## config.mk

```make
export PLATFORM = sky130hd
export DESIGN_NAME = clock_control_register_block
export DESIGN_NICKNAME = d
export VERILOG_FILES = /design/src/rtl/ccr_pkg.sv /design/src/rtl/clock_control_register_block.sv
export SDC_FILE = /design/constraint.sdc
export NUM_CORES = 1
export LEC_CHECK = 0
export BUFFER_PORTS_ARGS = -buffer_cell sky130_fd_sc_hd__buf_2
export CAP_MARGIN = 20
export CORE_ASPECT_RATIO = 1.25
export CORE_MARGIN = 2
export CORE_UTILIZATION = 25
export CTS_BUF_LIST = sky130_fd_sc_hd__clkbuf_8
export DETAILED_ROUTE_END_ITERATION = 12
export PLACE_DENSITY = 0.42
export SLEW_MARGIN = 20
export SYNTH_ARGS = -nofsm -noshare
export SYNTH_HDL_FRONTEND = slang
export SYNTH_SLANG_ARGS = --single-unit
```

## constraint.sdc

```tcl
create_clock -name clk -period 13.4 [get_ports clk]
set_clock_uncertainty 0.2 [all_clocks]
set_input_delay 2.01 -clock clk [delete_from_list [all_inputs] [get_ports clk]]
set_output_delay 2.01 -clock clk [all_outputs]
set_load 0.1 [all_outputs]
```

## src/rtl/ccr_pkg.sv

```systemverilog
// Package for the clock-control register bank: word indexes, constants and decode functions.
`timescale 1ns / 1ps

package ccr_pkg;

	localparam int unsigned DATA_W = 32;
	localparam int unsigned FREQ_W = 27;
	localparam int unsigned IDX_W  = 3;

	// Word indexes (byte offset divided by four)
	localparam logic [IDX_W-1:0] IDX_CONTROL   = 3'd0;
	localparam logic [IDX_W-1:0] IDX_CONFIG    = 3'd1;
	localparam logic [IDX_W-1:0] IDX_IRQ       = 3'd2;
	localparam logic [IDX_W-1:0] IDX_PRST      = 3'd3;
	localparam logic [IDX_W-1:0] IDX_UNMAPPED  = 3'd4;
	localparam logic [IDX_W-1:0] IDX_FAST_EN   = 3'd5;
	localparam logic [IDX_W-1:0] IDX_HIGH_EN   = 3'd6;
	localparam logic [IDX_W-1:0] IDX_LOW_EN    = 3'd7;

	localparam logic OP_READ  = 1'b0;
	localparam logic OP_WRITE = 1'b1;

	// Switch status codes
	localparam logic [1:0] SW_PLL = 2'd2;

	localparam logic [DATA_W-1:0] CONTROL_RESET = 32'h0000_0003;

	localparam logic [22:0] HZ_8M = 23'd8000000;
	localparam logic [22:0] HZ_4M = 23'd4000000;
	localparam logic [3:0]  PLL_MUL_MAX_CODE = 4'hF;
	localparam logic [4:0]  PLL_MUL_MAX = 5'd16;

	typedef logic [DATA_W-1:0] word_t;
	typedef logic [FREQ_W-1:0] freq_t;

	// Ready bits 1, 17 and 25 follow the enables at bits 0, 16 and 24.
	function automatic word_t mirror_control(input word_t w);
		word_t r;
		r     = w;
		r[1]  = w[0];
		r[17] = w[16];
		r[25] = w[24];
		return r;
	endfunction

	// Switch status (bits 3:2) follows the switch field (bits 1:0).
	function automatic word_t mirror_config(input word_t w);
		word_t r;
		r      = w;
		r[3:2] = w[1:0];
		return r;
	endfunction

	function automatic logic [3:0] ahb_shift(input logic [3:0] code);
		logic [3:0] s;
		unique case (code)
			4'd8:    s = 4'd1;
			4'd9:    s = 4'd2;
			4'd10:   s = 4'd3;
			4'd11:   s = 4'd4;
			4'd12:   s = 4'd6;
			4'd13:   s = 4'd7;
			4'd14:   s = 4'd8;
			4'd15:   s = 4'd9;
			default: s = 4'd0;
		endcase
		return s;
	endfunction

	function automatic logic [2:0] apb_shift(input logic [2:0] code);
		logic [2:0] s;
		unique case (code)
			3'd4:    s = 3'd1;
			3'd5:    s = 3'd2;
			3'd6:    s = 3'd3;
			3'd7:    s = 3'd4;
			default: s = 3'd0;
		endcase
		return s;
	endfunction

endpackage

```

## src/rtl/clock_control_register_block.sv

```systemverilog
// Clock-control register bank: bus word accesses with derived clock frequencies.
// Each accepted access item has its result item registered in the output register.
// Throughput: one item per cycle; input is taken whenever the output register is empty
// or being drained in the same cycle, so the single output register sets the rate.
// Reset (arst_n low, asynchronous): control word 0x3, all other words zero, no result pending.
`timescale 1ns / 1ps

module clock_control_register_block (
	input  logic         clk,
	input  logic         arst_n,
	input  logic         s_tvalid,
	output logic         s_tready,
	input  logic [31:0]  s_tdata,   // [31:0] write_data
	input  logic [3:0]   s_tuser,   // [0] opcode, [3:1] reg_index
	output logic         m_tvalid,
	input  logic         m_tready,
	output logic [143:0] m_tdata    // [31:0] read_data, [58:32] sysclk_hz, [85:59] hclk_hz,
	                                // [112:86] pclk1_hz, [139:113] pclk2_hz, [143:140] zero
);

	// Register bank. Control and config words are always stored with their
	// status bits already mirrored, so reads need no further fix-up.
	ccr_pkg::word_t control_q, config_q, irq_q, prst_q, fast_en_q, high_en_q, low_en_q;

	// Output register
	logic           out_valid_q;
	ccr_pkg::word_t rd_q;
	ccr_pkg::freq_t sys_q, hclk_q, pclk1_q, pclk2_q;

	logic                        accept;
	logic                        wr;
	logic [ccr_pkg::IDX_W-1:0]   idx;
	ccr_pkg::word_t              wdata;
	ccr_pkg::word_t              control_d, config_d, irq_d, prst_d;
	ccr_pkg::word_t              fast_en_d, high_en_d, low_en_d;
	ccr_pkg::word_t              rd_d;

	ccr_pkg::word_t              cfg_now;
	logic [22:0]                 pll_in;
	logic [4:0]                  pll_mul;
	logic [27:0]                 pll_hz;
	ccr_pkg::freq_t              sys_d, hclk_d, pclk1_d, pclk2_d;

	// The output register frees itself when the sink takes the pending item.
	assign s_tready = !out_valid_q || m_tready;
	assign accept   = s_tvalid && s_tready;

	assign wr    = (s_tuser[0] == ccr_pkg::OP_WRITE);
	assign idx   = s_tuser[3:1];
	assign wdata = s_tdata;

	// Register update and read data for this access.
	always_comb begin
		control_d = control_q;
		config_d  = config_q;
		irq_d     = irq_q;
		prst_d    = prst_q;
		fast_en_d = fast_en_q;
		high_en_d = high_en_q;
		low_en_d  = low_en_q;
		rd_d      = '0;
		unique case (idx)
			ccr_pkg::IDX_CONTROL: begin
				if (wr) begin
					control_d = ccr_pkg::mirror_control(wdata);
				end
				rd_d = control_d;
			end
			ccr_pkg::IDX_CONFIG: begin
				if (wr) begin
					config_d = ccr_pkg::mirror_config(wdata);
				end
				rd_d = config_d;
			end
			ccr_pkg::IDX_IRQ: begin
				if (wr) begin
					irq_d = wdata;
				end
				rd_d = irq_d;
			end
			ccr_pkg::IDX_PRST: begin
				// Holds what was written; it does not clear itself.
				if (wr) begin
					prst_d = wdata;
				end
				rd_d = prst_d;
			end
			ccr_pkg::IDX_FAST_EN: begin
				if (wr) begin
					fast_en_d = wdata;
				end
				rd_d = fast_en_d;
			end
			ccr_pkg::IDX_HIGH_EN: begin
				if (wr) begin
					high_en_d = wdata;
				end
				rd_d = high_en_d;
			end
			ccr_pkg::IDX_LOW_EN: begin
				if (wr) begin
					low_en_d = wdata;
				end
				rd_d = low_en_d;
			end
			default: begin
				// Unmapped word: writes are dropped and it reads as zero.
				rd_d = '0;
			end
		endcase
	end

	// Frequencies follow the configuration word as it stands after the access.
	assign cfg_now = config_d;

	always_comb begin
		pll_in  = cfg_now[16] ? ccr_pkg::HZ_8M : ccr_pkg::HZ_4M;
		pll_mul = (cfg_now[21:18] == ccr_pkg::PLL_MUL_MAX_CODE) ? ccr_pkg::PLL_MUL_MAX
		                                                        : {1'b0, cfg_now[21:18]} + 5'd2;
		pll_hz  = 28'(pll_in) * 28'(pll_mul);
		if (cfg_now[3:2] == ccr_pkg::SW_PLL) begin
			sys_d = pll_hz[ccr_pkg::FREQ_W-1:0];
		end else begin
			sys_d = ccr_pkg::FREQ_W'(ccr_pkg::HZ_8M);
		end
		hclk_d  = sys_d >> ccr_pkg::ahb_shift(cfg_now[7:4]);
		pclk1_d = hclk_d >> ccr_pkg::apb_shift(cfg_now[10:8]);
		pclk2_d = hclk_d >> ccr_pkg::apb_shift(cfg_now[13:11]);
	end

	always_ff @(posedge clk or negedge arst_n) begin
		if (!arst_n) begin
			control_q <= ccr_pkg::CONTROL_RESET;
			config_q  <= '0;
			irq_q     <= '0;
			prst_q    <= '0;
			fast_en_q <= '0;
			high_en_q <= '0;
			low_en_q  <= '0;
		end else if (accept) begin
			control_q <= control_d;
			config_q  <= config_d;
			irq_q     <= irq_d;
			prst_q    <= prst_d;
			fast_en_q <= fast_en_d;
			high_en_q <= high_en_d;
			low_en_q  <= low_en_d;
		end
	end

	always_ff @(posedge clk or negedge arst_n) begin
		if (!arst_n) begin
			out_valid_q <= 1'b0;
		end else if (accept) begin
			out_valid_q <= 1'b1;
		end else if (m_tready) begin
			out_valid_q <= 1'b0;
		end
	end

	// Payload carries no reset; it is only looked at while valid.
	always_ff @(posedge clk) begin
		if (accept) begin
			rd_q    <= rd_d;
			sys_q   <= sys_d;
			hclk_q  <= hclk_d;
			pclk1_q <= pclk1_d;
			pclk2_q <= pclk2_d;
		end
	end

	assign m_tvalid = out_valid_q;
	assign m_tdata  = {4'b0000, pclk2_q, pclk1_q, hclk_q, sys_q, rd_q};

`ifndef NO_ASSERTIONS
	// Ready bits in the stored control word always track their enables.
	a_ctrl_mirror: assert property (@(posedge clk) disable iff (!arst_n)
		(control_q[1] == control_q[0]) && (control_q[17] == control_q[16])
		&& (control_q[25] == control_q[24]))
		else $error("control ready bits out of step with enables");

	// Stored switch status always equals the switch field.
	a_cfg_mirror: assert property (@(posedge clk) disable iff (!arst_n)
		config_q[3:2] == config_q[1:0])
		else $error("switch status out of step with switch field");

	// An access to the unmapped word yields zero read data.
	a_unmapped_zero: assert property (@(posedge clk) disable iff (!arst_n)
		(accept && (idx == ccr_pkg::IDX_UNMAPPED)) |=> (m_tvalid && (m_tdata[31:0] == '0)))
		else $error("unmapped word returned non-zero data");

	// Input stalls only while a result is waiting.
	a_stall_reason: assert property (@(posedge clk) disable iff (!arst_n)
		!s_tready |-> m_tvalid)
		else $error("input stalled with empty output register");
`endif

endmodule

```

==> run summary, run 1 <==
Post-route ant nets: 0
Post-Syn Area: 0.0203 sq mm
Starting density of the core: 25.3%
NetSw: 2720 uW
Row count: 116
# H-tree levels: 3
Clock power frac: 20.5%
Post-synth EDFFs: 132
Worst-Margin Slew: 1040 ps
Max_slew headroom: 29.9%
Gpl congestion: 0.871
Warning count from the yosys run: 0
Fmax: 0.112 GHz
Global-route wire length before repair: 103 mm
Setup TNS: 0 ps
CP required: 13,580 ps
Largest net degree at the start of global routing: 102
Mapped Avg Cell Area: 10.8 sq um
Unrepaired setup endpoints after global routing: no
Worst Hold End: control_q[1]$_DFFE_PN1P_
Predominant post-synthesis flop cell: dfrtp_1
Max FO, Critical Path: 37
DP HPWL: 46.8 mm
Top post-synthesis cells by area: dfrtp_1 28%, edfxtp_1 20%, mux2_2 12%
Post-CTS Setup Inserts: 0
CP Class: in2reg
Sequential area share after synthesis: 47.4%
Dominant cell type by area after synthesis: dfrtp_1
Setup crit end kind: flip-flop
Top-area cell type share of the netlist area: 27.6%
Comb pwr share: 51.8%
Die width: 259 um
Post-cts sizing count: 0
Via count: 15.7k
PwrDens: 240 mW/mm^2
Outcome: finished, final reports clean
Crit share post-route: 66.6%
Max clock buf depth: 3
HP Class: reg2reg
Nets: 2,106
DR iter-0 viols: 1,069
Max-Cap Viols: 0
CP startpoint kind: input port
# IOs: 186
Static leakage: 0.0100 uW
Reg2reg path depth: 22
Gr usage total: 16.3%
Clock latency on the worst-skew pair: 680 ps
Arrival time at the worst endpoint: 9110 ps
Synth unique cells: 103
#FFs+latches synth: 357
Final slew viol count: 0
CTS Hold Bufs: 0
Post-layout instance area: 0.0235 sq mm
Via-per-instance ratio: 5.01
Async set-reset flop share out of synthesis: 63.0%
DRT Pass-1 Iters: 5
Hold Path Origin: control_q[1]$_DFFE_PN1P_
Initial antenna violation count: 7
Switching Fraction: 48.1%
Final hold vios: 0
Reg-to-Reg End: pclk2_q[18]$_DFFE_PP_
Hold depth: 2
Vias in the first global route: 16.0k
Buffers on Ports: 173
WL final: 68.6 mm
CTS tree: yes
Cells after synthesis: 1,877
Worst R2R Setup Slack: 6480 ps
Min Tclk post-route: 8930 ps
CTS root buf: clkbuf_8
P_int: 2930 uW
Placeable Area: 0.0801 sq mm
Die ar.: 0.0833 sq mm
Residual DRC: 0
Layout cells sized above 1: 29.7%
RR Startpoint: config_q[21]$_DFFE_PN0P_
VDD IR-drop max: 0.000127 V
Final setup violation count: 0
Die Y: 322 um
WL per Instance: 21.9 um
Sink Count: 357
CTS Buf Count: 69
Area grow syn2layout: 16.2%
Sequential share of power: 27.7%
Congestion Overflow GR: 0
Worst-path clk slew: 60 ps
DP Area: 0.0220 sq mm
[cell usage after synthesis, types with 8 or more instances]
cell / n
nand2_1: 232
nand3_1: 33
xnor2_1: 11
a221oi_1: 20
o22ai_1: 22
nor2b_1: 11
o21a_1: 8
o211ai_1: 16
mux4_2: 16
mux2i_1: 33
nor2_1: 125
inv_1: 55
nand4_1: 8
edfxtp_1: 132
dfrtp_1: 223
buf_6: 8
o221ai_1: 12
buf_1: 17
clkbuf_8: 10
a31oi_1: 12
a221o_1: 9
buf_4: 21
a21oi_1: 112
a22o_1: 16
a22oi_1: 41
a211oi_1: 25
o21ai_1: 15
nor3_1: 18
clkbuf_1: 90
a21o_1: 15
or2_2: 10
ha_1: 35
and2_1: 8
mux2_2: 217
nand2b_1: 14
fa_1: 12
o21ai_0: 80
and3_1: 8
[worst max-delay path by stage]
stage | from | end | cells past startpoint
after floorplan | m_tready | irq_q[13]$_DFFE_PN0P_ | 6
after global placement | s_tuser[3] | pclk1_q[15]$_DFFE_PP_ | 24
after detailed placement | s_tuser[3] | pclk2_q[18]$_DFFE_PP_ | 24
after CTS | s_tuser[3] | pclk2_q[18]$_DFFE_PP_ | 24
after global routing | s_tuser[3] | pclk1_q[15]$_DFFE_PP_ | 24
final | s_tuser[3] | pclk2_q[18]$_DFFE_PP_ | 24
[critical path, stage by stage]
cell	delay (ps)
buf_4	460
nand4bb_1	220
buf_4	360
mux2_2	460
ha_1	230
xnor2_1	150
nand2b_1	190
o21ai_0	480
ha_1	320
inv_1	70
fa_1	430
fa_1	510
inv_1	40
ha_1	380
nand2_1	170
o21ai_0	210
a311oi_1	490
a22oi_4	120
o21ai_2	320
a21oi_1	120
o31ai_1	650
nor2_1	330
a211oi_1	290
a211oi_1	70
[cell usage in the layout, fill, tap and decap left out, types with 15 or more instances in the layout]
cell type | Yosys | layout
a211oi_1 | 25 | 25
a21o_1 | 15 | 15
a21oi_1 | 112 | 112
a221oi_1 | 20 | 20
a22o_1 | 16 | 16
a22oi_1 | 41 | 41
buf_2 | 7 | 170
buf_4 | 21 | 38
clkbuf_8 | 10 | 79
conb_1 | 2 | 17
dfrtp_1 | 223 | 223
edfxtp_1 | 132 | 132
ha_1 | 35 | 35
inv_1 | 55 | 79
mux2_2 | 217 | 217
mux2i_1 | 33 | 33
mux4_2 | 16 | 16
nand2_1 | 232 | 232
nand3_1 | 33 | 33
nor2_1 | 125 | 118
nor3_1 | 18 | 18
o211ai_1 | 16 | 16
o21ai_0 | 80 | 79
o21ai_1 | 15 | 16
o22ai_1 | 22 | 22
[power groups by stage]
stage               logic [uW]  clock network, uW  registers [uW]
floorplan                 1670                  0            2170
global placement          2920                  0            1580
detailed placement        2910                  0            1590
CTS                       2930               1200            1570
global route              3150               1250            1600
finish                    2930               1160            1570
[through the flow]
stage	total power (uW)	hold WS, ps	setup WS [ps]	cells	util [%]
final	5660	264	4470	3139	29.4
after global routing	6010	291	3900	3139	29.4
after CTS	5700	266	4540	3136	29.3
after detailed placement	4500	256	3860	3009	27.5
after global placement	4500	246	4060	3009	27.5
after floorplan	3830	239	5150	1892	-
[cell families after synthesis]
logic type / Yosys count / share of synthesized area [%]
AO/OA/AOI/OAI: 479 / 16.5
buffers and inverters: 213 / 5.19
XOR/XNOR: 18 / 0.908
multiplexers: 271 / 15.9
other: 2 / 0.0371
adder cells (fa/ha/maj): 47 / 3.35
flip-flops: 357 / 47.4
AND/OR/NAND/NOR: 490 / 10.7
[state kept, by name, indices dropped and copies added (netlist names), 32 cells and up]
signal and flops:
irq_q 32, low_en_q 32, high_en_q 32, control_q 32, fast_en_q 32, rd_q 32
config_q 32, prst_q 32
[metal layers]
layer  up-vias  track usage (%)  part of all wire [%]
met3       124             2.48                   4.8
met4         6             5.19                   2.7
met5         -                0                 0.051
li1       7192                -                     -
met1      7881             20.1                    42
met2       518             29.0                    51
[layout make-up]
type	count	area [sq um]
sequential	357	9600
timing repair buffer	210	1170
antenna	2	5.00
clock inverter	48	387
multi-input combinational	1322	9730
tap	1062	1330
clock buffer	79	1090
fill	8423	56600
inverter	59	221
Note: power is estimated with default switching activity, not from simulation.
==> inputs of run 2 (changes only) <==
--- a/config.mk
+++ b/config.mk
@@ -12,7 +12,7 @@
 export CORE_UTILIZATION = 25
 export CTS_BUF_LIST = sky130_fd_sc_hd__clkbuf_8
 export DETAILED_ROUTE_END_ITERATION = 12
-export PLACE_DENSITY = 0.42
+export PLACE_DENSITY = 0.44
 export SLEW_MARGIN = 20
 export SYNTH_ARGS = -nofsm -noshare
 export SYNTH_HDL_FRONTEND = slang
==> constraint.sdc (replaced) <==
create_clock -name clk -period 7.6 [get_ports clk]
set_clock_uncertainty 0.2 [all_clocks]
set_input_delay 1.14 -clock clk [delete_from_list [all_inputs] [get_ports clk]]
set_output_delay 1.14 -clock clk [all_outputs]
set_load 0.1 [all_outputs]
==> run 2 against run 1 <==
Effect of this change:
- first-iteration DRC count shrank 7.5%
- total power grew 87%
- clock power grew 70%
- combinational power grew 100%
- register-to-register slack lost 5100 ps
- design area grew 2.4%
==> run summary, run 2 (synthesized netlist as in run 1, its figures left out) <==
Outcome: finished, final reports clean
CP Class: in2reg
Final setup violation count: 0
Congestion Overflow GR: 0
Crit path max-delay family: compound AO/OA/AOI/OAI gates
Nets: 2,192
Post-route ant nets: 0
Most frequent cells in the layout: 232 x nand2_1, 223 x dfrtp_1, 217 x mux2_2, 170 x buf_2, 132 x edfxtp_1
Worst-path clk slew: 60 ps
Cell mode on critical path: buf_4
Worst-Margin Slew: 1080 ps
Initial antenna violation count: 7
Max FO, Critical Path: 9
Layout cells sized above 1: 32.1%
WL per Instance: 21.2 um
Post-CTS Setup Inserts: 0
Area grow syn2layout: 18.9%
Max-Cap Viols: 0
Fmax: 0.145 GHz
Row count: 116
CTS tree: yes
CTS Buf Count: 69
Fill count: 8,419
Unrepaired setup endpoints after global routing: no
Sink Count: 357
Setup crit end kind: flip-flop
Crit share post-route: 90.9%
WL final: 68.4 mm
Die ar.: 0.0833 sq mm
CP startpoint kind: input port
Gr usage total: 16.3%
CP peak stage delay: 700 ps
# IOs: 186
Arrival time at the worst endpoint: 7100 ps
Max clock buf depth: 3
Multi-input logic area: 0.00973 sq mm
Largest net degree at the start of global routing: 97
Min Tclk post-route: 6910 ps
HP Class: reg2reg
DP HPWL: 47.4 mm
CTS root buf: clkbuf_8
Gpl congestion: 0.911
Total power: 10,600 uW
VDD IR-drop max: 0.000209 V
Setup TNS: 0 ps
Placeable Area: 0.0801 sq mm
Global-route wire length before repair: 104 mm
Die width: 259 um
Starting density of the core: 25.3%
Register cell area after layout: 0.00960 sq mm
Vias in the first global route: 16.3k
Die Y: 322 um
Most common cell after layout, fill and taps aside: nand2_1
Post-cts sizing count: 0
DR iter-0 viols: 989
Max_slew headroom: 27.7%
Buffers on Ports: 173
Residual DRC: 0
CP Buf/Inv Count: 7
CP required: 7790 ps
CP max stage cell: o31ai_1
Final hold vios: 0
Clock latency on the worst-skew pair: 670 ps
Via count: 15.9k
Static leakage: 0.0103 uW
Worst R2R Setup Slack: 1410 ps
Via-per-instance ratio: 4.93
# H-tree levels: 3
Final slew viol count: 0
CTS Hold Bufs: 0
PwrDens: 440 mW/mm^2
DRT Pass-1 Iters: 5
run 2: cell types whose count changed in the layout (fill, tap and decap cells not counted), sizes merged:
cell	delta
diode	-1
clkinv	+8
bufinv	+1
buf	+86
inv	-5
clkbuf	-8
run 2: final cells by class:
class,instances,area share [%]
diodes,1,0.0104
clock inverters,52,1.69
well taps,1062,5.52
inverters,59,0.919
clock buffers,71,4.06
flip-flops and latches,357,39.8
repair buffers,296,7.56
multi-input cells,1322,40.4
run 2: routing by layer:
layer	share of wire, %	vias up	routed length, um	global-route usage, %
li1	-	7343	-	-
met1	43	7947	29100	20.3
met2	50	480	34200	28.7
met3	5.2	107	3550	2.94
met4	2.1	4	1470	4.78
met5	0.039	-	27	0
run 2: worst paths after layout:
path | start | to | cells past startpoint
worst min-delay path | control_q[0]$_DFFE_PN1P_ | control_q[0]$_DFFE_PN1P_ | 2
min in group asynchronous | arst_n | irq_q[23]$_DFFE_PN0P_ | 1
worst max register to register | config_q[19]$_DFFE_PN0P_ | pclk1_q[14]$_DFFE_PP_ | 24
worst max-delay path | s_tuser[3] | pclk1_q[14]$_DFFE_PP_ | 26
max in group asynchronous | arst_n | irq_q[21]$_DFFE_PN0P_ | 2
worst min register to register | control_q[0]$_DFFE_PN1P_ | control_q[0]$_DFFE_PN1P_ | 2
run 2: stage by stage:
stage / hold slack, ps / cell area [sq um] / std cells / setup WS [ps] / utilization, %
floorplan: 239 / 20300 / 1892 / 221 / -
global placement: 252 / 22700 / 3096 / 115 / 28.3
detailed placement: 255 / 22700 / 3096 / 110 / 28.3
CTS: 263 / 24100 / 3219 / 805 / 30.1
global route: 276 / 24100 / 3220 / 318 / 30.1
finish: 260 / 24100 / 3220 / 694 / 30.1
run 2: worst register-to-register path, stage by stage (launching register included):
cell and delay, ps:
dfrtp_1 420, mux2_2 300, ha_1 210, xnor2_1 150, nand2b_1 100, o21ai_0 280, ha_1 280, inv_1 80
fa_1 440, fa_1 510, inv_1 40, ha_1 340, nand2_1 100, o21ai_0 150, a311oi_1 330, buf_4 170
a22oi_4 40, buf_4 140, o21ai_2 190, a21oi_1 90, o31ai_1 670, nor3_1 160, buf_4 180, o21ai_0 230
mux2i_1 110
run 2: power by group:
group / switching (uW) / leakage [uW] / internal (uW)
sequential: 209 / 0.00408 / 2550
clock: 918 / 0.000767 / 1060
combinational: 3800 / 0.00549 / 2060
==> inputs of run 3 (changes only) <==
--- a/config.mk
+++ b/config.mk
@@ -9,10 +9,10 @@
 export CAP_MARGIN = 20
 export CORE_ASPECT_RATIO = 1.25
 export CORE_MARGIN = 2
-export CORE_UTILIZATION = 25
+export CORE_UTILIZATION = 56
 export CTS_BUF_LIST = sky130_fd_sc_hd__clkbuf_8
 export DETAILED_ROUTE_END_ITERATION = 12
-export PLACE_DENSITY = 0.44
+export PLACE_DENSITY = 0.81
 export SLEW_MARGIN = 20
 export SYNTH_ARGS = -nofsm -noshare
 export SYNTH_HDL_FRONTEND = slang
==> run 3 against run 2 <==
Effect of this change:
- combinational power decreased by 8.9%
- largest power group unchanged
- design area decreased by 6.4%
- clock power decreased by 20%
- cell count decreased by 21%
- maximum frequency decreased by 3.0%
- total power decreased by 8.8%
- sequential share of layout area increased by 2.7 points
- global-route usage increased by 14 points
- critical endpoint is now pclk2_q[17]$_DFFE_PP_
- via count increased by 0.91%
- wire length decreased by 18%
==> run summary, run 3 (synthesized netlist as in run 1, its figures left out) <==
Post-CTS Setup Inserts: 0
Post-cts sizing count: 0
DR iter-0 viols: 1,562
Buffers on Ports: 173
NetSw: 4630 uW
Congestion Overflow GR: 0
P_int: 5030 uW
Final slew viol count: 0
HP Class: reg2reg
Area grow syn2layout: 11.3%
Max clock buf depth: 3
Die Y: 217 um
Routed met3 length: 3.95 mm
DRT Pass-1 Iters: 8
Initial antenna violation count: 2
Most frequent cells in the layout: 232 x nand2_1, 223 x dfrtp_1, 217 x mux2_2, 172 x buf_2, 132 x edfxtp_1
Clock latency on the worst-skew pair: 630 ps
Crit path max-delay family: compound AO/OA/AOI/OAI gates
Gpl congestion: 0.962
CTS Buf Count: 53
Total power: 9660 uW
Vias in the first global route: 16.0k
CP startpoint kind: input port
CP Buf/Inv Count: 5
Setup crit end kind: flip-flop
Post-layout instance area: 0.0226 sq mm
Via-per-instance ratio: 6.29
CTS Hold Bufs: 0
Largest net degree at the start of global routing: 97
CP peak stage delay: 550 ps
Switching Fraction: 47.9%
Residual DRC: 0
Unrepaired setup endpoints after global routing: no
Outcome: finished, final reports clean
Worst-Margin Slew: 1050 ps
# IOs: 186
Min Tclk post-route: 7120 ps
Worst hold margin: 270 ps
WL final: 56.4 mm
DP Area: 0.0215 sq mm
Most common cell after layout, fill and taps aside: nand2_1
Die width: 174 um
Fmax: 0.140 GHz
DP HPWL: 38.3 mm
Via count: 16.0k
Row count: 77
Sequential share of power: 28.4%
M1 wire length: 21.9 mm
Sink Count: 357
Highest metal used: met5
Worst-path cell chain: buf_2 -> nand4bb_1 -> buf_4 -> mux2_2 -> ha_1 -> xnor2_1 -> nand2b_1 -> o21ai_0 -> ha_1 -> inv_1 -> fa_1 -> fa_1 -> inv_1 -> ha_1 -> nand2_1 -> o21ai_0 -> buf_4 -> o41ai_4 -> xnor2_4 -> a21oi_4 -> o221ai_2 -> a21oi_1 -> o221ai_1 -> o22ai_1
Cell mode on critical path: ha_1
Placeable Area: 0.0356 sq mm
Final hold vios: 0
PwrDens: 428 mW/mm^2
Clock power frac: 16.2%
Metal2 WL: 27.9 mm
Layout cells sized above 1: 29.8%
Starting density of the core: 57.0%
Nets: 2,114
Die ar.: 0.0377 sq mm
Worst-path clk slew: 70 ps
# H-tree levels: 2
Global-route wire length before repair: 88.7 mm
WL per Instance: 22.2 um
Arrival time at the worst endpoint: 7270 ps
Comb pwr share: 55.3%
Static leakage: 0.00985 uW
CP Class: in2reg
Fill count: 2,779
CTS tree: yes
CP required: 7750 ps
Dpl ws: -94.8 ps
Final setup violation count: 0
Crit share post-route: 93.7%
Max_slew headroom: 29.9%
CTS root buf: clkbuf_8
Max FO, Critical Path: 9
Gr usage total: 29.8%
CP max stage cell: o221ai_2
VDD IR-drop max: 0.000272 V
Max-Cap Viols: 0
Post-route ant nets: 0
Setup WS post-layout: 480 ps
==> run 3: cell count changes in the layout (fill, tap and decap cells not counted), moves of 2 or more <==
cell	before	now
clkinv_2	5	9
clkinv_8	3	1
buf_2	170	172
nor2_4	8	5
diode_2	1	3
nor2_2	1	5
bufinv_16	5	3
clkbuf_8	71	57
inv_1	73	64
buf_4	123	60
inv_6	3	1
==> run 3: cell type report <==
| cell class | count | area (sq um) | share of cell area, % |
|---|---|---|---|
| clock buffers | 57 | 785 | 3.48 |
| inverters | 59 | 221 | 0.982 |
| flip-flops and latches | 357 | 9600 | 42.6 |
| clock inverters | 40 | 280 | 1.24 |
| well taps | 474 | 593 | 2.63 |
| diodes | 3 | 7.51 | 0.0333 |
| repair buffers | 234 | 1350 | 5.97 |
| multi-input cells | 1322 | 9720 | 43.1 |
==> run 3: stage by stage <==
stage,setup TNS (ps),utilization [%],std cells
after floorplan,0,-,1892
after global placement,0,60.4,2445
after detailed placement,-225,60.4,2446
after CTS,0,63.4,2543
after global routing,0,63.4,2544
final,0,63.4,2546
==> run 3: power by group through the flow <==
stage               combinational, uW  sequential [uW]  clock, uW
CTS                              5280             2740       1590
global placement                 5180             2750          0
global route                     5730             2790       1670
floorplan                        2940             3820          0
finish                           5340             2750       1570
detailed placement               5250             2780          0
==> run 3: path summary, 6_finish.rpt <==
path                                                   to  slack, ps                      from  cells past startpoint
worst min register to register   control_q[1]$_DFFE_PN1P_        270  control_q[1]$_DFFE_PN1P_                      2
worst min-delay path             control_q[1]$_DFFE_PN1P_        270  control_q[1]$_DFFE_PN1P_                      2
min in group asynchronous       high_en_q[13]$_DFFE_PN0P_        360                    arst_n                      1
worst max-delay path                pclk2_q[17]$_DFFE_PP_        480                s_tuser[3]                     24
worst max register to register      pclk2_q[17]$_DFFE_PP_       1240  config_q[20]$_DFFE_PN0P_                     23
max in group asynchronous          prst_q[10]$_DFFE_PN0P_       5470                    arst_n                      2
==> run 3: routing by layer <==
| metal | vias up | global-route usage, % |
|---|---|---|
| met5 | - | 0 |
| met4 | 2 | 14.3 |
| met3 | 187 | 4.05 |
| met2 | 764 | 50.4 |
| met1 | 7898 | 38.1 |
| li1 | 7175 | - |
==> run 3: tightest hold or removal path, cell delays in order (launching register included) <==
cell	delay [ps]
dfstp_2	370
nand2_1	50
nand2_1	50
